[config.mk]
export PLATFORM = sky130hd
export DESIGN_NAME = sat_cfg
export DESIGN_NICKNAME = d
export VERILOG_FILES = /design/src/hw/rtl/summed_area_table_power_top_defines.svh /design/src/hw/rtl/sat_pkg.sv /design/src/hw/rtl/sat_cfg.sv
export SDC_FILE = /design/constraint.sdc
export NUM_CORES = 1
export LEC_CHECK = 0
export ABC_AREA = 1
export ABC_CLOCK_PERIOD_IN_PS = 1500
export BUFFER_PORTS_ARGS = -buffer_cell sky130_fd_sc_hd__buf_2
export CELL_PAD_IN_SITES_DETAIL_PLACEMENT = 0
export CELL_PAD_IN_SITES_GLOBAL_PLACEMENT = 1
export CORE_UTILIZATION = 29
export CTS_CLUSTER_DIAMETER = 30
export DETAILED_ROUTE_END_ITERATION = 7
export PLACE_DENSITY_LB_ADDON = 0.1
export SETUP_SLACK_MARGIN = 0.02
export SYNTH_ARGS = -nofsm -noshare
export SYNTH_HDL_FRONTEND = slang
export SYNTH_SLANG_ARGS = --single-unit
[constraint.sdc]
create_clock -name clk -period 1.5 [get_ports clk]
set_clock_uncertainty 0.05 [all_clocks]
set_input_delay 0.15 -clock clk [delete_from_list [all_inputs] [get_ports clk]]
set_output_delay 0.15 -clock clk [all_outputs]
set_load 0.02 [all_outputs]
[src/hw/rtl/summed_area_table_power_top_defines.svh]
// ----------------------------------------------------------------------------
// Assertion macros for the summed-area table block
// Shared check forms, clocked on clk and disabled while arst_n is low.
// ----------------------------------------------------------------------------
`ifndef SUMMED_AREA_TABLE_POWER_TOP_DEFINES_SVH
`define SUMMED_AREA_TABLE_POWER_TOP_DEFINES_SVH

// condition holds at every edge
`define SAT_ASSERT_NOW(label, cond, msg) \
	label: assert property (@(posedge clk) disable iff (!arst_n) (cond)) else $error(msg);

// consequent holds in the same cycle as the antecedent
`define SAT_ASSERT_IMP(label, ante, cons, msg) \
	label: assert property (@(posedge clk) disable iff (!arst_n) (ante) |-> (cons)) \
		else $error(msg);

// consequent holds in the cycle after the antecedent
`define SAT_ASSERT_NXT(label, ante, cons, msg) \
	label: assert property (@(posedge clk) disable iff (!arst_n) (ante) |=> (cons)) \
		else $error(msg);

`endif

[src/hw/rtl/sat_pkg.sv]
// ----------------------------------------------------------------------------
// sat_pkg
// Types, constants and helper functions of the summed-area table block.
// ----------------------------------------------------------------------------
package sat_pkg;

	localparam int SUM_W          = 64;
	localparam int GEOM_W         = 11;
	localparam int EXP_W          = 3;
	localparam int APB_ADDR_W     = 4;
	localparam int APB_DATA_W     = 32;
	localparam int MAX_EXP        = 4;

	localparam int DEF_MAX_WIDTH  = 1024;
	localparam int DEF_MAX_HEIGHT = 1024;
	localparam int DEF_PIXEL_BITS = 12;

	localparam logic [GEOM_W-1:0] RST_IMAGE_WIDTH  = 11'd1024;
	localparam logic [GEOM_W-1:0] RST_IMAGE_HEIGHT = 11'd1024;
	localparam logic [EXP_W-1:0]  RST_EXPONENT     = 3'd1;

	// register index, taken from paddr[3:2]
	localparam logic [1:0] REG_IMAGE_WIDTH  = 2'd0;
	localparam logic [1:0] REG_IMAGE_HEIGHT = 2'd1;
	localparam logic [1:0] REG_EXPONENT     = 2'd2;

	typedef struct packed {
		logic [GEOM_W-1:0] image_width;
		logic [GEOM_W-1:0] image_height;
		logic [EXP_W-1:0]  exponent;
	} sat_cfg_t;

	typedef enum logic [1:0] {
		ST_IDLE,
		ST_POW,
		ST_ROW,
		ST_AREA
	} sat_state_t;

	typedef struct packed {
		logic load;     // beat accepted: latch pixel, issue line store read
		logic mul;      // one multiply step of the power
		logic row_add;  // add powered pixel into the row sum
		logic commit;   // form area sum, write line store, load output
	} sat_cmd_t;

	typedef struct packed {
		logic out_busy; // output register holds a beat that is not taken
	} sat_sts_t;

	// exponent with out-of-range codes folded onto 1..4
	function automatic logic [EXP_W-1:0] clamp_exp(input logic [EXP_W-1:0] ex);
		logic [EXP_W-1:0] r;
		if (ex == '0)
			r = EXP_W'(1);
		else if (ex > EXP_W'(MAX_EXP))
			r = EXP_W'(MAX_EXP);
		else
			r = ex;
		return r;
	endfunction

	// clamp a sign-extended 65-bit sum to the signed 64-bit range
	function automatic logic [SUM_W-1:0] sat65(input logic [SUM_W:0] s);
		logic [SUM_W-1:0] r;
		if (s[SUM_W] != s[SUM_W-1])
			r = s[SUM_W] ? {1'b1, {(SUM_W-1){1'b0}}} : {1'b0, {(SUM_W-1){1'b1}}};
		else
			r = s[SUM_W-1:0];
		return r;
	endfunction

endpackage

[src/hw/rtl/sat_cfg.sv]
// ----------------------------------------------------------------------------
// sat_cfg
// APB register file: image width, image height and exponent.
// ----------------------------------------------------------------------------
module sat_cfg (
	input  logic                             clk,
	input  logic                             arst_n,
	input  logic                             psel,
	input  logic                             penable,
	input  logic                             pwrite,
	input  logic [sat_pkg::APB_ADDR_W-1:0]   paddr,
	input  logic [sat_pkg::APB_DATA_W-1:0]   pwdata,
	output logic [sat_pkg::APB_DATA_W-1:0]   prdata,
	output logic                             pready,
	output sat_pkg::sat_cfg_t                cfg
);
	import sat_pkg::*;

	sat_cfg_t cfg_q;
	logic     wr_en;

	assign pready = 1'b1;
	assign wr_en  = psel & penable & pwrite & pready;
	assign cfg    = cfg_q;

	always_ff @(posedge clk or negedge arst_n) begin
		if (!arst_n) begin
			cfg_q.image_width  <= RST_IMAGE_WIDTH;
			cfg_q.image_height <= RST_IMAGE_HEIGHT;
			cfg_q.exponent     <= RST_EXPONENT;
		end else if (wr_en) begin
			unique case (paddr[3:2])
				REG_IMAGE_WIDTH:  cfg_q.image_width  <= pwdata[GEOM_W-1:0];
				REG_IMAGE_HEIGHT: cfg_q.image_height <= pwdata[GEOM_W-1:0];
				REG_EXPONENT:     cfg_q.exponent     <= pwdata[EXP_W-1:0];
				default: ;
			endcase
		end
	end

	always_comb begin
		unique case (paddr[3:2])
			REG_IMAGE_WIDTH:  prdata = APB_DATA_W'(cfg_q.image_width);
			REG_IMAGE_HEIGHT: prdata = APB_DATA_W'(cfg_q.image_height);
			REG_EXPONENT:     prdata = APB_DATA_W'(cfg_q.exponent);
			default:          prdata = '0;
		endcase
	end

endmodule

Word-level counts from Yosys, hierarchy flattened
Cells that the tools add are included.
{ "word_totals": {"reg_bits": 25, "latch_bits": 0, "ramBits": 0, "romBits": 0, "inputBits": 41, "output_inout_bits": 58, "wordCells": 12, "n_memories": 0} }
{ "op_classes": {"n_addsub": 0, "n_mul": 0, "div": 0, "n_lt_le_gt_ge": 0, "n_eq_ne": 2, "shifts": 0, "muxes": 1, "n_bitwise": 2, "n_reduce_logical": 4} }
{ "op_table": {"columns": ["operator", "n"], "rows": [
  ["$pmux W11 S3", 1],
  ["$reduce_and A2 Y1", 3],
  ["$and A1 B1 Y1", 2],
  ["$eq A2 B1 Y1 const B", 1],
  ["$eq A2 B2 Y1 const B", 1],
  ["$logic_not A2 Y1", 1]
]} }

Depth between registers and ports, before layout
{ "logic_depth": {"depth_word": 3, "ltp_mapped": 7} }

Least setup slack after synthesis
OpenSTA, ideal clock, no wires.
{ "synth_path": {"path_kind": "register -> output", "from": "register cfg_q (netlist bit cfg[0])", "to": "output prdata[0] (netlist bit)", "arrival_ps": 810, "t_required_ps": 1300, "slack_ps": 490, "stages_incl_launch_ff": 3, "n_path_buf": 0, "path_cell_list": "dfstp_2 -> nand2_1 -> nand3_1"} }
{ "synth_via": {"elab_chain_cells": 1} }
{ "synth_lines": {"columns": ["element", "line", "text"], "rows": [
  ["start, declared", "sat_cfg.sv:19", "sat_cfg_t cfg_q;"],
  ["$pmux W11 S3", "sat_cfg.sv:42", "unique case (paddr[3:2])"],
  ["end, declared", "sat_cfg.sv:13", "output logic [sat_pkg::APB_DATA_W-1:0] prdata,"]
]} }
Every way passes these cells.

Worst setup path in the final report
Same ends and word-level chain as after synthesis.

==> run_results.csv <==
group,metric,value,unit
run_status,status,"finished clean",
critical_path,worst-setup-path-type,"reg2out",
synthesis,synth_largest_area_cell,"sky130_fd_sc_hd__dfrtp_1",
critical_path,critPathLaunchType,"flip-flop",
cells_and_area,drive_gt1_share,34.2,%
worst_hold_path,hold_path_origin,"pwdata[5]",
sta,maxClockFrequency,0.777,GHz
clock_network,htree_levels,1,
placed_design,detailed_place_hpwl,2.42,mm
cells_and_area,final_cell_count_no_fill,289,
clock_network,cts_repair_resize_count,0,
clock_network,cts-root-to-sink-buffers,2,
sta,timing.max_slew.rel_slack,62.2,%
power_and_ir_drop,p_leak,1.02,nW
cells_and_area,top_library_cells_by_usage_in_the_layout_fill_and_taps_aside,"sky130_fd_sc_hd__nand2_1 (102), sky130_fd_sc_hd__buf_2 (53), sky130_fd_sc_hd__conb_1 (22), sky130_fd_sc_hd__dfrtp_1 (22), sky130_fd_sc_hd__nand2_2 (12)",
sta,timing.final.crit_period,1290,ps
sta,final_min_period_over_clock_period,85.8,%
sta,grt_setup_unrepaired,"no",
synthesis,synth_area,0.00141,mm2
sta,finalSetupTns,0,ps
clock_network,clock_sink_count,25,
critical_path,crit_chain,"nand2_1 -> nand3_1 -> buf_2",
floorplan,num_io_pins,99,
critical_path,cp.arrival,1090,ps
power_and_ir_drop,power_density,1240,mW/mm2
route,drc_errors,0,
synthesis,synth_area_leaders,"sky130_fd_sc_hd__dfrtp_1 (39%), sky130_fd_sc_hd__nand2_1 (27%), sky130_fd_sc_hd__buf_4 (12%)",
critical_path,worstReg2RegEnd,"cfg[24]",
flow_run,number_of_violations_of_the_max_capacitance_limit,0,
placed_design,globalplace.congestion,0.696,
route,top_layer,"met4",
sta,worst_slew_pin_slew,568,ps
worst_hold_path,hold_depth,3,
route,routedWlPerCell,11.5,um
clock_network,insertion_delay,270,ps
critical_path,peak_fanout_along_the_critical_path,3,
route,drt_first_iter_violations,61,
power_and_ir_drop,power_switching_share,40.0,%
power_and_ir_drop,seq_power_share,45.6,%
power_and_ir_drop,ir_drop,389,uV
placed_design,placed_cells,284,
cells_and_area,largest_reg_flops,25,
critical_path,timing.critical_path.to_type,"primary output",
critical_path,r2r.worst_path.cells,2,
clock_network,cts.root.buffer_cell,"sky130_fd_sc_hd__clkbuf_8",
clock_network,tritoncts.num_buffers,3,
synthesis,yosysWarningCount,0,
sta,slew_viol_final,0,
cells_and_area,final_nets,279,
floorplan,fp.dieW,71.7,um
cells_and_area,num_antenna_cells,0,
sta,setup_viol,0,
synthesis,synth_cell_types,15,
floorplan,fp-row-count,24,
route,first_pass_iters,4,
critical_path,worst-endpoint-required,1300,ps
synthesis,synth.yosys.seq_area_share,44.7,%
synthesis,postSynthAreaPerCell,7.66,um2
critical_path,critical_path.reg2reg.startpoint,"cfg[24]",
floorplan,core_area,0.00450,mm2
floorplan,die_area,0.00514,mm2
placed_design,port-buffer-count,53,
clock_network,post-cts-setup-buffers,0,
sta,number_of_failing_hold_endpoints_at_the_final_stage,0,
route,routed_wirelength,3.32,mm
floorplan,initial_core_util,31.3,%
grt,gr-usage-all-layers,14.1,%
critical_path,worst_path_max_delay_cell,"sky130_fd_sc_hd__dfstp_2",
route,dr_total_vias,1217,
power_and_ir_drop,net-switching-power,0.825,mW
power_and_ir_drop,clock_power_share,20.3,%
cells_and_area,area_delta_synth_final,18.0,%
clock_network,cts.hold.buffers_added,1,
synthesis,post-synth-top-area-fraction,39.1,%
clock_network,cts.reportedPaths.clkPinSlew,100,ps
route,dr_wl_met2,1.56,mm
synthesis,post_synth_inst_count,184,
route,wl_met1,1.54,mm
grt,grt_start_max_net_pins,26,
clock_network,tritoncts,"built",
worst_hold_path,hold_end,"cfg[19]",
grt,number_of_antenna_violations_at_the_first_check_in_global_routing,0,
grt,globalRoute.totalOverflow,0,
synthesis,ff_latch_count_synth,25,
cells_and_area,layout_commonest_cell,"sky130_fd_sc_hd__nand2_1",
floorplan,die_span_y,71.7,um
power_and_ir_drop,comb_power_share,34.1,%
power_and_ir_drop,report.power.total,2.06,mW
route,via_per_inst,4.21,
critical_path,r2r_setup_slack,730,ps
critical_path,timing.critical_path.slowest_cell_delay,540,ps
grt,first_global_vias,1149,
cells_and_area,num-fill-cells,519,
grt,grt_first_pass_wirelength,5.55,mm
power_and_ir_drop,p_int,1.24,mW
route,detail-route-antenna-nets,0,
worst_hold_path,min-delay-path-class,"in2reg",
route,dr_wl_met3,182,um
==> per-stage QoR <==
step / hold WS (ps) / setup WS (ps) / cell area [um2] / util, %
after global placement: 147 / 322 / 1600 / 35.6
after floorplan: -196 / 490 / 1480 / -
after CTS: 28.2 / 195 / 1660 / 36.9
after detailed placement: 139 / 305 / 1600 / 35.6
after global routing: 24.2 / 148 / 1660 / 36.9
final: 33.8 / 213 / 1660 / 36.9
==> cells in the mapped netlist <==
cell                        n
sky130_fd_sc_hd__nor2_4     1
sky130_fd_sc_hd__nand2_1  102
sky130_fd_sc_hd__buf_6      4
sky130_fd_sc_hd__dfstp_2    3
sky130_fd_sc_hd__nand3_1    4
sky130_fd_sc_hd__conb_1     2
sky130_fd_sc_hd__inv_2      2
sky130_fd_sc_hd__dfrtp_1   22
sky130_fd_sc_hd__nor2_1     2
sky130_fd_sc_hd__nor2_2     2
sky130_fd_sc_hd__inv_1      3
sky130_fd_sc_hd__nand2_4    1
sky130_fd_sc_hd__nand2_2   12
sky130_fd_sc_hd__buf_4     23
sky130_fd_sc_hd__buf_8      1
==> final cells by class <==
cell class | count | area (um2) | share of cell area (%)
Multi-Input combinational cell | 146 | 603 | 36.3
Clock buffer | 3 | 41.3 | 2.48
Sequential cell | 25 | 629 | 37.8
Inverter | 5 | 18.8 | 1.13
Clock inverter | 1 | 7.51 | 0.451
Timing Repair Buffer | 57 | 298 | 17.9
Tap cell | 52 | 65.1 | 3.91
==> worst max path at each step <==
stage	depth (start not counted)	end	startpoint
3_3_place_gp	7	prdata[2]	paddr[3]
5_1_grt	3	prdata[10]	cfg[24]
6_report	3	prdata[0]	cfg[0]
4_1_cts	3	prdata[0]	cfg[0]
3_5_place_dp	7	prdata[2]	paddr[3]
2_1_floorplan	2	prdata[0]	cfg[0]
==> logic make-up (layout without fill, tap and decap cells) <==
family | count (synthesis) | count (layout) | synth area share (%)
DFF | 25 | 25 | 44.7
and+or+nand+nor | 124 | 124 | 36.9
buffers and inverters | 33 | 66 | 17.9
other | 2 | 22 | 0.533
==> worst max-delay path: cells and delay by family, from the launching register on <==
family,cells,cell delay (ps)
AND/OR/NAND/NOR,2,110
buffers and inverters,1,160
flip-flops,1,540
==> per-layer routing <==
metal / vias to the layer above / GRT usage [%]
met5: - / 0
li1: 610 / -
met1: 556 / 18.0
met3: 5 / 2.67
met4: 0 / 3.27
met2: 46 / 24.6
==> power by group through the flow <==
| stage | Clock, mW | Sequential, mW | Combinational (mW) |
|---|---|---|---|
| 2_1_floorplan | 0 | 1.11 | 0.327 |
| 3_3_place_gp | 0 | 0.956 | 0.707 |
| 3_5_place_dp | 0 | 0.954 | 0.710 |
| 4_1_cts | 0.440 | 0.941 | 0.713 |
| 5_1_grt | 0.472 | 0.963 | 0.771 |
| 6_report | 0.419 | 0.940 | 0.702 |
Power figures use the tool's default switching activity.
