`src/hw/rtl/summed_area_table_power_top_defines.svh`:
```
// ----------------------------------------------------------------------------
// Assertion macros for the summed-area table block
// Shared check forms, clocked on clk and disabled while arst_n is low.
// ----------------------------------------------------------------------------
`ifndef SUMMED_AREA_TABLE_POWER_TOP_DEFINES_SVH
`define SUMMED_AREA_TABLE_POWER_TOP_DEFINES_SVH

// condition holds at every edge
`define SAT_ASSERT_NOW(label, cond, msg) \
	label: assert property (@(posedge clk) disable iff (!arst_n) (cond)) else $error(msg);

// consequent holds in the same cycle as the antecedent
`define SAT_ASSERT_IMP(label, ante, cons, msg) \
	label: assert property (@(posedge clk) disable iff (!arst_n) (ante) |-> (cons)) \
		else $error(msg);

// consequent holds in the cycle after the antecedent
`define SAT_ASSERT_NXT(label, ante, cons, msg) \
	label: assert property (@(posedge clk) disable iff (!arst_n) (ante) |=> (cons)) \
		else $error(msg);

`endif

```
`src/hw/rtl/sat_pkg.sv`:
```
// ----------------------------------------------------------------------------
// sat_pkg
// Types, constants and helper functions of the summed-area table block.
// ----------------------------------------------------------------------------
package sat_pkg;

	localparam int SUM_W          = 64;
	localparam int GEOM_W         = 11;
	localparam int EXP_W          = 3;
	localparam int APB_ADDR_W     = 4;
	localparam int APB_DATA_W     = 32;
	localparam int MAX_EXP        = 4;

	localparam int DEF_MAX_WIDTH  = 1024;
	localparam int DEF_MAX_HEIGHT = 1024;
	localparam int DEF_PIXEL_BITS = 12;

	localparam logic [GEOM_W-1:0] RST_IMAGE_WIDTH  = 11'd1024;
	localparam logic [GEOM_W-1:0] RST_IMAGE_HEIGHT = 11'd1024;
	localparam logic [EXP_W-1:0]  RST_EXPONENT     = 3'd1;

	// register index, taken from paddr[3:2]
	localparam logic [1:0] REG_IMAGE_WIDTH  = 2'd0;
	localparam logic [1:0] REG_IMAGE_HEIGHT = 2'd1;
	localparam logic [1:0] REG_EXPONENT     = 2'd2;

	typedef struct packed {
		logic [GEOM_W-1:0] image_width;
		logic [GEOM_W-1:0] image_height;
		logic [EXP_W-1:0]  exponent;
	} sat_cfg_t;

	typedef enum logic [1:0] {
		ST_IDLE,
		ST_POW,
		ST_ROW,
		ST_AREA
	} sat_state_t;

	typedef struct packed {
		logic load;     // beat accepted: latch pixel, issue line store read
		logic mul;      // one multiply step of the power
		logic row_add;  // add powered pixel into the row sum
		logic commit;   // form area sum, write line store, load output
	} sat_cmd_t;

	typedef struct packed {
		logic out_busy; // output register holds a beat that is not taken
	} sat_sts_t;

	// exponent with out-of-range codes folded onto 1..4
	function automatic logic [EXP_W-1:0] clamp_exp(input logic [EXP_W-1:0] ex);
		logic [EXP_W-1:0] r;
		if (ex == '0)
			r = EXP_W'(1);
		else if (ex > EXP_W'(MAX_EXP))
			r = EXP_W'(MAX_EXP);
		else
			r = ex;
		return r;
	endfunction

	// clamp a sign-extended 65-bit sum to the signed 64-bit range
	function automatic logic [SUM_W-1:0] sat65(input logic [SUM_W:0] s);
		logic [SUM_W-1:0] r;
		if (s[SUM_W] != s[SUM_W-1])
			r = s[SUM_W] ? {1'b1, {(SUM_W-1){1'b0}}} : {1'b0, {(SUM_W-1){1'b1}}};
		else
			r = s[SUM_W-1:0];
		return r;
	endfunction

endpackage

```
`src/hw/rtl/sat_ctrl.sv`:
```
// ----------------------------------------------------------------------------
// sat_ctrl
// Sequencer: accept, power steps, row add, area commit.
// ----------------------------------------------------------------------------
module sat_ctrl (
	input  logic                       clk,
	input  logic                       arst_n,
	input  logic                       s_axis_tvalid,
	output logic                       s_axis_tready,
	input  logic [sat_pkg::EXP_W-1:0]  exponent,
	input  sat_pkg::sat_sts_t          sts,
	output sat_pkg::sat_cmd_t          cmd
);
	import sat_pkg::*;

	sat_state_t       state_q;
	sat_state_t       state_d;
	logic [1:0]       steps;
	logic [1:0]       cnt_q;

	// multiplies needed: exponent - 1
	assign steps = 2'(clamp_exp(exponent) - EXP_W'(1));

	always_comb begin
		state_d = state_q;
		unique case (state_q)
			ST_IDLE: begin
				if (s_axis_tvalid)
					state_d = (steps != '0) ? ST_POW : ST_ROW;
			end
			ST_POW: begin
				if (cnt_q == 2'd1)
					state_d = ST_ROW;
			end
			ST_ROW:  state_d = ST_AREA;
			ST_AREA: begin
				if (!sts.out_busy)
					state_d = ST_IDLE;
			end
			default: state_d = ST_IDLE;
		endcase
	end

	always_comb begin
		cmd           = '0;
		s_axis_tready = 1'b0;
		unique case (state_q)
			ST_IDLE: begin
				s_axis_tready = 1'b1;
				cmd.load      = s_axis_tvalid;
			end
			ST_POW:  cmd.mul     = 1'b1;
			ST_ROW:  cmd.row_add = 1'b1;
			ST_AREA: cmd.commit  = !sts.out_busy;
			default: ;
		endcase
	end

	always_ff @(posedge clk or negedge arst_n) begin
		if (!arst_n) begin
			state_q <= ST_IDLE;
			cnt_q   <= '0;
		end else begin
			state_q <= state_d;
			if (cmd.load)
				cnt_q <= steps;
			else if (cmd.mul)
				cnt_q <= cnt_q - 2'd1;
		end
	end

endmodule

```
`config.mk`:
```
export PLATFORM = sky130hd
export DESIGN_NAME = sat_ctrl
export DESIGN_NICKNAME = d
export VERILOG_FILES = /design/src/hw/rtl/summed_area_table_power_top_defines.svh /design/src/hw/rtl/sat_pkg.sv /design/src/hw/rtl/sat_ctrl.sv
export SDC_FILE = /design/constraint.sdc
export NUM_CORES = 1
export LEC_CHECK = 0
export BUFFER_PORTS_ARGS = -buffer_cell sky130_fd_sc_hd__buf_4
export CAP_MARGIN = 20
export CELL_PAD_IN_SITES_DETAIL_PLACEMENT = 1
export CELL_PAD_IN_SITES_GLOBAL_PLACEMENT = 2
export CORE_AREA = 2 2 42 44
export DETAILED_ROUTE_END_ITERATION = 10
export DIE_AREA = 0 0 44 46
export GPL_TIMING_DRIVEN = 0
export HOLD_SLACK_MARGIN = 0.05
export PLACE_DENSITY_LB_ADDON = 0.1
export SLEW_MARGIN = 10
export SYNTH_ARGS = -nofsm -noshare
export SYNTH_HDL_FRONTEND = slang
export SYNTH_SLANG_ARGS = --single-unit
```
`constraint.sdc`:
```
create_clock -name clk -period 1.3 [get_ports clk]
set_input_delay 0.13 -clock clk [delete_from_list [all_inputs] [get_ports clk]]
set_output_delay 0.13 -clock clk [all_outputs]
set_load 0.02 [all_outputs]
```
# After elaboration in Yosys (flattened, before gate mapping)
# Index checks and enable logic that the tools add are counted.
[word_totals]
ff_bits = 4
in_bits = 7
out_inout_bits = 5
wordCells = 32
[op_classes]
addsub = 2
order_cmp = 1
eq_ne = 7
muxes = 14
n_reduce_logical = 6
[op_table]
columns = ["cell", "count"]
rows = [
  ["two-way mux 2 bit", 8],
  ["one-hot mux 2 bit (4 select lines)", 1],
  ["inequality test 2 bit (second input constant)", 3],
  ["two-way mux 1 bit", 5],
  ["equality test 2 x 1 -> 1 bit (second input constant)", 2],
  ["equality test 2 bit (second input constant)", 2],
  ["nonzero test 2 bit", 2],
  ["subtractor 2 x 1 -> 2 bit (second input constant)", 2],
  ["> comparator 3 bit (second input constant)", 1],
  ["logical NOT 3 bit", 1],
  ["AND reduction 3 bit", 1],
  ["logical NOT 2 bit", 1],
  ["logical NOT 1 bit", 1],
]

# Depth between registers and ports, before layout
# Gate-level depths: netlist of run 1.
[depth]
depth_word = 8
mapped_depth = 6
depth_no_buf = 6

# Worst setup path after synthesis of run 1
# Ideal clock, no wire load.
[synth_timing]
path_type = "reg2reg"
startpoint = "register state_q[1]"
endpoint = "register state_q[0]"
setup_time_ns = 0.079
t_arrival_ns = 1.283
required_time_ns = 1.221
slack_ns = -0.062
stages_incl_launch_ff = 6
n_path_buf = 0
synth_period_minus_slack_ns = 1.362
path_cell_list = "dfrtp_1 -> inv_1 -> ha_1 -> inv_2 -> o221ai_2 -> mux2i_1"
[synth_between]
elab_chain_len = 3
word_cells_on_any_way = 9
classes_between = "6 x eq/ne; 1 x mux; 2 x reduce/logical"
[synth_rtl]
columns = ["element", "line", "rtl"]
rows = [
  ["from (decl)", "sat_ctrl.sv:16", "sat_state_t state_q;"],
  ["from (signal assigned)", "sat_ctrl.sv:64", "state_q <= state_d;"],
  ["equality test 2 x 1 -> 1 bit (tied with other cells)", "sat_ctrl.sv:26", "unique case (state_q)"],
  ["inequality test 2 bit (no line)", "--", ""],
  ["AND reduction 3 bit (no line)", "--", ""],
]
# Parallel ways exist; a longest one is shown, timed or not.
# A chain may end at the register's enable or synchronous reset.

# Worst setup path after layout of run 1
[layout_timing]
startpoint = "register state_q[1]"
endpoint = "register state_q[1]"
# The elaborated chain is that of the path after synthesis.

==> results.md, run 1 <==
Outcome:
- The run finished with clean final reports.

Global route:
- The number of global-route vias before repair was between 300 and 400.
- The pin count of the biggest net entering global routing is 6.
- The first-pass GRT wire length is roughly 1200 um.
- The global-route total usage across every layer is 9.23%.
- The total overflow left after global routing is 0.
- The initial antenna violation count is 0.

STA:
- Summed over all failing endpoints, the final setup total negative slack is 0 ns.
- The final hold violation count was 0.
- Setup violations remaining at the end of the flow were counted as 0.
- Measured against its own limit, the worst slew margin works out to between 80% and 90%.
- Derived from the worst setup path, the maximum achievable clock frequency is between 700 and 800 MHz.
- Setup repair after global routing could not meet its margin everywhere.
- On the final layout, the worst clock skew is between 0.002 and 0.0025 ns.
- For the pin with the worst max-slew slack, the measured transition is roughly 0.27 ns.
- The worst hold slack across all endpoints is between 0.2 and 0.25 ns.
- The worst setup slack after layout is slightly above 0.008 ns.
- The post-route clock period utilization is slightly below 100%.
- The post-layout minimum cycle time is approximately 1.3 ns.
- The total count of max-transition violations in the final report is 0.

Worst setup path:
- The kind of critical path is reg2reg.
- The worst endpoint required time is ~1.5 ns.
- The signal on the critical path passes through inv_2 -> buf_12 -> ha_4 -> inv_2 -> o221ai_4 -> mux2i_1.
- STA classifies the critical path startpoint as a register.
- The startpoint identified for the worst register-to-register timing path is state_q[1]$_DFFE_PN0P_.
- The depth of the worst register-to-register path is 6.
- The launch point of the critical path is state_q[1]$_DFFE_PN0P_.
- For flop-to-flop paths, the worst setup slack is roughly 0.008 ns.
- The most repeated library cell on the critical path is inv_2.
- The worst setup path is captured at a register.
- On the worst path, the slowest cell contributes a delay of approximately 0.40 ns.
- At the worst endpoint, the arrival time is 1.45 ns.
- Along the worst path, the maximum fanout reaches 4.
- The capture instance of the worst register-to-register path is state_q[1]$_DFFE_PN0P_.
- The master of the slowest instance on the critical path is dfrtp_1.

Logic synthesis:
- Of the post-synthesis cell area, the dominant cell type holds between 20% and 30%.
- In the synthesized netlist, mux cells make up between 10% and 20% of the area.
- The netlist uses 13 different library cells.
- The mean instance size in the synthesized netlist is ~9.6 um2.
- When the netlist entered floorplanning its net count stood at 51.
- After synthesis the netlist holds a flip-flop and latch count of 4.
- The number of instances in the synthesized netlist is 36.
- The biggest area consumer among synthesized cells is dfrtp_1.
- The cell area that synthesis handed to floorplanning was between 300 and 400 um2.
- Sorting the synthesized cells by area gives the leading types as dfrtp_1 (29%), ha_1 (29%), mux2i_1 (14%), inv_1 (7.6%), o221ai_2 (4.3%).
- The number of warning messages in the yosys log is 0.
- The synthesized-area fraction occupied by adder cells is between 20% and 30%.
- After synthesis, the largest family of logic cells by area is adder cells.
- The compound-gate portion of the synthesized area is 8.66%.
- The share of synthesized area occupied by flip-flops and latches is between 20% and 30%.
- Of the total synthesized cell area, the portion taken by XOR and XNOR cells is about 2.5%.
- After Yosys synthesis, and, or, nand and nor cells account for 7.94% of the synthesized area.

Clocking:
- The clock reaches the later pin of the worst-skew pair after ~0.23 ns.
- The maximum count of clock buffers along a single path is 2.
- The number of sinks driven by the clock tree is 4.
- The H-tree depth reported by CTS is 1.
- The cell at the root of the clock tree is clkbuf_4.
- After clock tree synthesis, the clock-pin slew on the worst setup and hold paths is ~0.04 ns.
- The number of clock buffers added by TritonCTS is 3.
- TritonCTS built the clock tree.

Drt:
- The detail route stage leaves a number of antenna-violating nets equal to 0.
- After detailed routing, the average wire length per cell comes to roughly 11 um.
- After detailed routing, the total wire length is around 760 um.
- The overall via count from detail_route is 305.
- For this run, the detailed router's first-pass iteration total came to 1.
- The detailed router finished its first iteration with 0 violations.
- The post-detailed-route DRC marker count is 0.
- After detailed routing, the number of vias per cell comes to 4.24.

Power:
- The relative contribution of sequential cells to total power is around 18%.
- For this design the total switching power over the nets is between 500 and 600 uW.
- In this run switching power makes up roughly two fifths of total power.
- For this design the static power due to leakage is approximately 0.3 nW.
- Across the VDD grid, the largest voltage drop is slightly above 0.9 mV.
- The clock share of power is 11.0%.
- The combinational fraction of design power is between 70% and 80%.
- The internal power summed over all cells is around 820 uW.
- The power per standard cell area is ~2400 nW/um2.

Floorplan:
- For this configuration, the core starts out at a cell density of 21.5%.
- The vertical die dimension is between 40 and 50 um.
- The number of core rows is 15.
- From left edge to right edge, the die measures about 44 um.
- The region available for standard cell placement spans about 1600 um2.
- The die outline area is 2020 um2.
- The number of top-level design ports is 12.

Run:
- The count of max-cap constraint violations is 0.

Layout:
- The total inserted antenna cells is 0.
- The total area of multi-input combinational cells is roughly 260 um2.
- The area growth from synthesis to layout is 66.4%.
- The post-layout net count is 72.
- The fraction of final layout cells with drive strength greater than 1 is about 47%.
- The layout filler cell count is 190.
- The storage element area is roughly 100 um2.

Placed design:
- Prior to clock tree synthesis, the placed netlist has a worst setup slack of -0.0560 ns.
- Port buffering added 11 buffers.
- After legalization and detailed placement, the total HPWL measured between 600 and 700 um.
- The weighted congestion reported at the end of routability-driven placement is around 0.66.

Min path:
- The path class of the tightest hold or removal check is in2async.
[layout by cell type, fill, tap and decap left out, types with 2 or more instances in the layout]
| cell type | instances |
|---|---|
| inv_1 | 4 |
| inv_2 | 4 |
| ha_4 | 2 |
| a21oi_1 | 2 |
| buf_6 | 2 |
| buf_4 | 12 |
| mux2i_1 | 5 |
| dfrtp_1 | 4 |
| nand2_1 | 2 |
| ha_1 | 6 |
| clkbuf_4 | 3 |
[critical path: cells and delay by family (launching register included)]
kind	cells	cell delay [ns]
adders and majority gates	1	0.14
AOI/OAI and AO/OA	1	0.16
DFF	1	0.40
buffers and inverters	3	0.28
muxes	1	0.22
[routing by layer]
layer / global-route usage (%) / up-vias / share of wire, %
li1: - / 153 / -
met1: 9.50 / 142 / 38
met2: 14.1 / 10 / 55
met3: 2.38 / 0 / 6.1
met4: 10.9 / 0 / 0
met5: 0 / - / 0
[state kept, by name, indices dropped and copies added, names as in the netlist]
name,flops
state_q,2
cnt_q,2
[Yosys cell counts]
cell type	n
nor2b_1	1
inv_2	1
nand2b_1	1
xor2_1	1
dfrtp_1	4
nor2_1	1
nand2_1	3
mux2i_1	5
ha_1	8
a21oi_1	2
o221ai_2	1
inv_1	7
o21ai_0	1
[power by group through the flow]
stage / Sequential [mW] / Clock [mW] / Combinational [mW]
after floorplan: 0.240 / 0 / 0.584
after global placement: 0.249 / 0 / 0.741
after detailed placement: 0.253 / 0 / 0.767
after CTS: 0.247 / 0.160 / 0.948
after global routing: 0.259 / 0.174 / 1.08
final: 0.249 / 0.153 / 0.989
[through the flow]
stage / instances / instance area (um2) / power, mW / util (%)
after floorplan: 36 / 372 / 0.824 / -
after global routing: 72 / 577 / 1.52 / 35.7
final: 72 / 577 / 1.39 / 35.7
after CTS: 71 / 557 / 1.36 / 34.5
after detailed placement: 64 / 475 / 1.02 / 29.5
after global placement: 64 / 475 / 0.989 / 29.5
[logic make-up after synthesis]
| group | Yosys count |
|---|---|
| XOR/XNOR | 1 |
| flip-flops | 4 |
| buffers and inverters | 8 |
| AO/OA/AOI/OAI | 4 |
| multiplexers | 5 |
| AND/OR/NAND/NOR | 6 |
| adder cells (fa/ha/maj) | 8 |
[layout make-up]
| type | instances | area share, % |
|---|---|---|
| sequential | 4 | 17.4 |
| inverter | 8 | 5.21 |
| tap | 17 | 3.69 |
| multi-input combinational | 24 | 45.1 |
| timing repair buffer | 16 | 24.7 |
| clock buffer | 3 | 3.90 |
[what timing repair did]
item,CTS,global route
hold buffers,1,0
endpoints found under the setup margin,5,6
setup buffers,3,1
pin swaps,1,1
gates resized for setup,4,4
hold endpoints to repair,4,0
[worst max path at each step]
stage                                   endpoint  slack (ns)  cells after the start
final                     state_q[1]$_DFFE_PN0P_       0.008                      6
after global routing      state_q[1]$_DFFE_PN0P_       -0.08                      6
after CTS                                 cmd[3]       -0.01                      5
after detailed placement  state_q[1]$_DFFE_PN0P_       -0.06                      5
after global placement    state_q[0]$_DFFE_PN0P_       -0.02                      5
after floorplan           state_q[0]$_DFFE_PN0P_        0.01                      5
No activity file was read; power rests on OpenSTA's default activity.
==> run 2: changes to the inputs <==
- RECOVER_POWER: unset -> 50
==> run 2 against run 1 <==
Register-to-register slack about the same. Total power is 0.10% lower. Clock power barely moved. Die area is the same. Hold slack did not move. Critical endpoint unchanged.
==> results.md, run 2 (same netlist as run 1, synthesis figures left out) <==
Power:
- The switching power is about 570 uW.
- The fraction of power spent switching nets is approximately 41%.
- The internal power summed over all cells is 818 uW.
- Per report_power, the combinational group accounts for just over 70% of the total.
- The clock share of power is about 11%.
- The relative contribution of sequential cells to total power is between 15 and 20%.
- Power spread over the standard cell area amounts to 2430 nW/um2.
- The peak ir drop on the vdd network is roughly 0.91 mV.
- Summed over all cells, the static leakage comes to approximately 0.30 nW.

Placed design:
- The congestion estimate from routability-driven global placement came to 0.663.
- The placed wire-length estimate after detailed placement is between 600 and 700 um.
- The placement-stage worst setup slack is -0.0560 ns.
- The number of input and output port buffers inserted is 11.

Layout:
- Leaving out fill and tap cells, the most frequent cell in the layout is buf_4.
- The fraction of final layout cells with drive strength greater than 1 is between 40 and 50%.
- For this run, the post-layout net count is a little over 70.
- The repair_antennas step left the layout with diodes totalling 0.
- Counting the fill cells in the layout gives 192.
- The largest registers in the layout are cnt_q: 2 flops, state_q: 2 flops.
- The top cell types in the final layout, fill and taps aside, are buf_4 (11), ha_1 (6), mux2i_1 (5).
- The synthesis-to-finish area growth is 65.3%.

Drt:
- After the first detailed-routing iteration, the DRC count stood at 0.
- The count of nets left with antenna violations once routing finished came out at 0.
- The number of iterations in the first detailed-routing pass is 1.
- The routed design has 755 um of wire.
- For this run, design rule violations remaining after detail routing come to 0.
- Summing over every cut layer, the via total after detailed routing is approximately 310.
- Dividing the detail-routed wire length by the instance count gives ~10 um.
- The number of vias per cell after detailed routing is between 4 and 5.

Floorplan:
- The floorplan has 15 rows.
- The initial core utilization is between 20% and 30%.
- The floorplan step defined a core boundary enclosing around 1600 um2.
- The vertical die dimension is between 40 and 50 um.
- The number of top-level design ports is 12.
- The overall die width is 44 um.
- The die covers 2020 um2.

STA:
- The actual slew at the worst max-slew pin is about 0.27 ns.
- Static timing analysis puts the maximum clock frequency at roughly 770 MHz.
- The total count of max-transition violations in the final report was 0.
- Setup repair after global routing could not meet its margin everywhere.
- The count of endpoints failing setup in the final report is 0.
- The worst setup slack after layout is roughly 0.008 ns.
- On the final layout, the worst clock skew is 0.00228 ns.
- Dividing the final minimum period by the clock period gives 99.4%.
- The total negative slack for setup checks is 0 ns.
- The post-layout minimum cycle time is around 1.3 ns.
- The worst pin sits at a relative slew slack of 82.3%.
- The final hold violation count is 0.

Clocking:
- The H-tree depth reported by CTS is 1.
- In this run the deepest clock path goes through 2 buffers.
- The clock tree from TritonCTS is yes.
- Counting every sink on the clock net gives 4.
- Clock-pin slew was measured on the worst setup and hold paths at approximately 0.04 ns.
- The worst-skew pair later-pin latency is around 0.23 ns.
- Clock tree synthesis selected as its root buffer the cell clkbuf_4.
- The number of clock buffers inserted by TritonCTS is 3.

Worst setup path:
- Among the stages of the critical path, the cell type that occurs most often is inv_2.
- The category of the worst setup path capture point is a register.
- For this run, the slowest stage of the critical path takes 0.40 ns.
- Grouping stages by cell kind, the critical path spends the most delay in flip-flops.
- Walking the worst path, the cells encountered are inv_2 -> buf_12 -> ha_4 -> inv_2 -> o221ai_4 -> mux2i_1.
- The number of buffers and inverters on the critical path is 3.
- The data arrival time of the worst path is 1.45 ns.
- The kind of critical path is reg2reg.
- The largest fanout on the critical path is 4.
- STA puts the critical path data required time at between 1 and 1.5 ns.
- The kind of launch point of the worst setup path is a register.
- The master of the slowest instance on the critical path is dfrtp_1.

Global route:
- Global routing used 9.50% of the available met1 tracks.
- The global-route track usage on met3 is under 10%.
- The pin count of the biggest net entering global routing is 6.
- The first-pass GRT wire length is approximately 1200 um.
- The met2 track utilization from global routing is 14.1%.
- The total overflow reported by the global router is 0.
- The initial antenna violation count is 0.
- The most crowded layer after global routing is met2.
- The global-route total usage across every layer is a little over 9%.
- The number of global-route vias before repair is between 300 and 400.

Outcome:
- The flow ran to the end, and the final reports show no timing, DRC or antenna violations.

Run:
- The count of max-cap constraint violations is 0.

Min path:
- In this run the worst hold path is classified as in2reg.
==> run 2: changes by cell type in the layout (fill, tap and decap cells not counted) <==
cell and change:
buf_4 -1, clkbuf_1 +1
==> run 2: path summary, 6_finish.rpt <==
check / start / endpoint / slack [ns] / cells past startpoint
min in group asynchronous: arst_n / state_q[0]$_DFFE_PN0P_ / 0.25 / 2
hold / removal: s_axis_tvalid / cnt_q[1]$_DFFE_PN0P_ / 0.23 / 3
max in group asynchronous: arst_n / cnt_q[1]$_DFFE_PN0P_ / 0.87 / 2
setup / recovery: state_q[1]$_DFFE_PN0P_ / state_q[1]$_DFFE_PN0P_ / 0.008 / 6
setup reg to reg: state_q[1]$_DFFE_PN0P_ / state_q[1]$_DFFE_PN0P_ / 0.008 / 6
hold reg to reg: cnt_q[0]$_DFFE_PN0P_ / cnt_q[0]$_DFFE_PN0P_ / 0.60 / 3
==> run 2: repair_timing <==
item	4_1_cts	5_1_grt
pin swaps	1	1
endpoints found under the setup margin	5	6
setup buffers	3	1
gates resized for setup	4	4
hold endpoints to repair	4	0
hold buffers	1	0
==> run 2: per-layer routing <==
metal | vias up | part of all wire (%)
li1 | 153 | -
met1 | 142 | 39
met2 | 10 | 55
met4 | 0 | 0
met5 | - | 0
met3 | 0 | 6.1
==> run 2: power groups by stage <==
| stage | combinational [mW] | sequential (mW) | clock [mW] |
|---|---|---|---|
| 4_1_cts | 0.948 | 0.247 | 0.160 |
| 2_1_floorplan | 0.584 | 0.240 | 0 |
| 3_3_place_gp | 0.741 | 0.249 | 0 |
| 5_1_grt | 1.08 | 0.259 | 0.174 |
| 3_5_place_dp | 0.767 | 0.253 | 0 |
| 6_report | 0.988 | 0.249 | 0.153 |
==> run 2: cell type report <==
type	instances	area [um2]	share of cell area, %
inverter	8	30.0	5.24
clock buffer	3	22.5	3.93
timing repair buffer	16	139	24.2
tap	17	21.3	3.71
sequential	4	100	17.5
multi-input combinational	24	260	45.4
==> run 2: per-stage QoR <==
stage	area [um2]	total power [mW]	cells	util, %	hold WS (ns)
2_1_floorplan	372	0.824	36	-	-0.166
3_3_place_gp	475	0.989	64	29.5	-0.0720
3_5_place_dp	475	1.02	64	29.5	-0.0714
4_1_cts	557	1.36	71	34.5	0.222
5_1_grt	573	1.52	72	35.5	0.233
6_report	573	1.39	72	35.5	0.226
==> run 2: worst register-to-register path: cells and delay by family, from the launching register on <==
kind / cells / cell delay, ns
buffers and inverters: 3 / 0.28
flip-flops: 1 / 0.40
multiplexers: 1 / 0.22
adder cells (fa/ha/maj): 1 / 0.14
AO/OA/AOI/OAI: 1 / 0.16
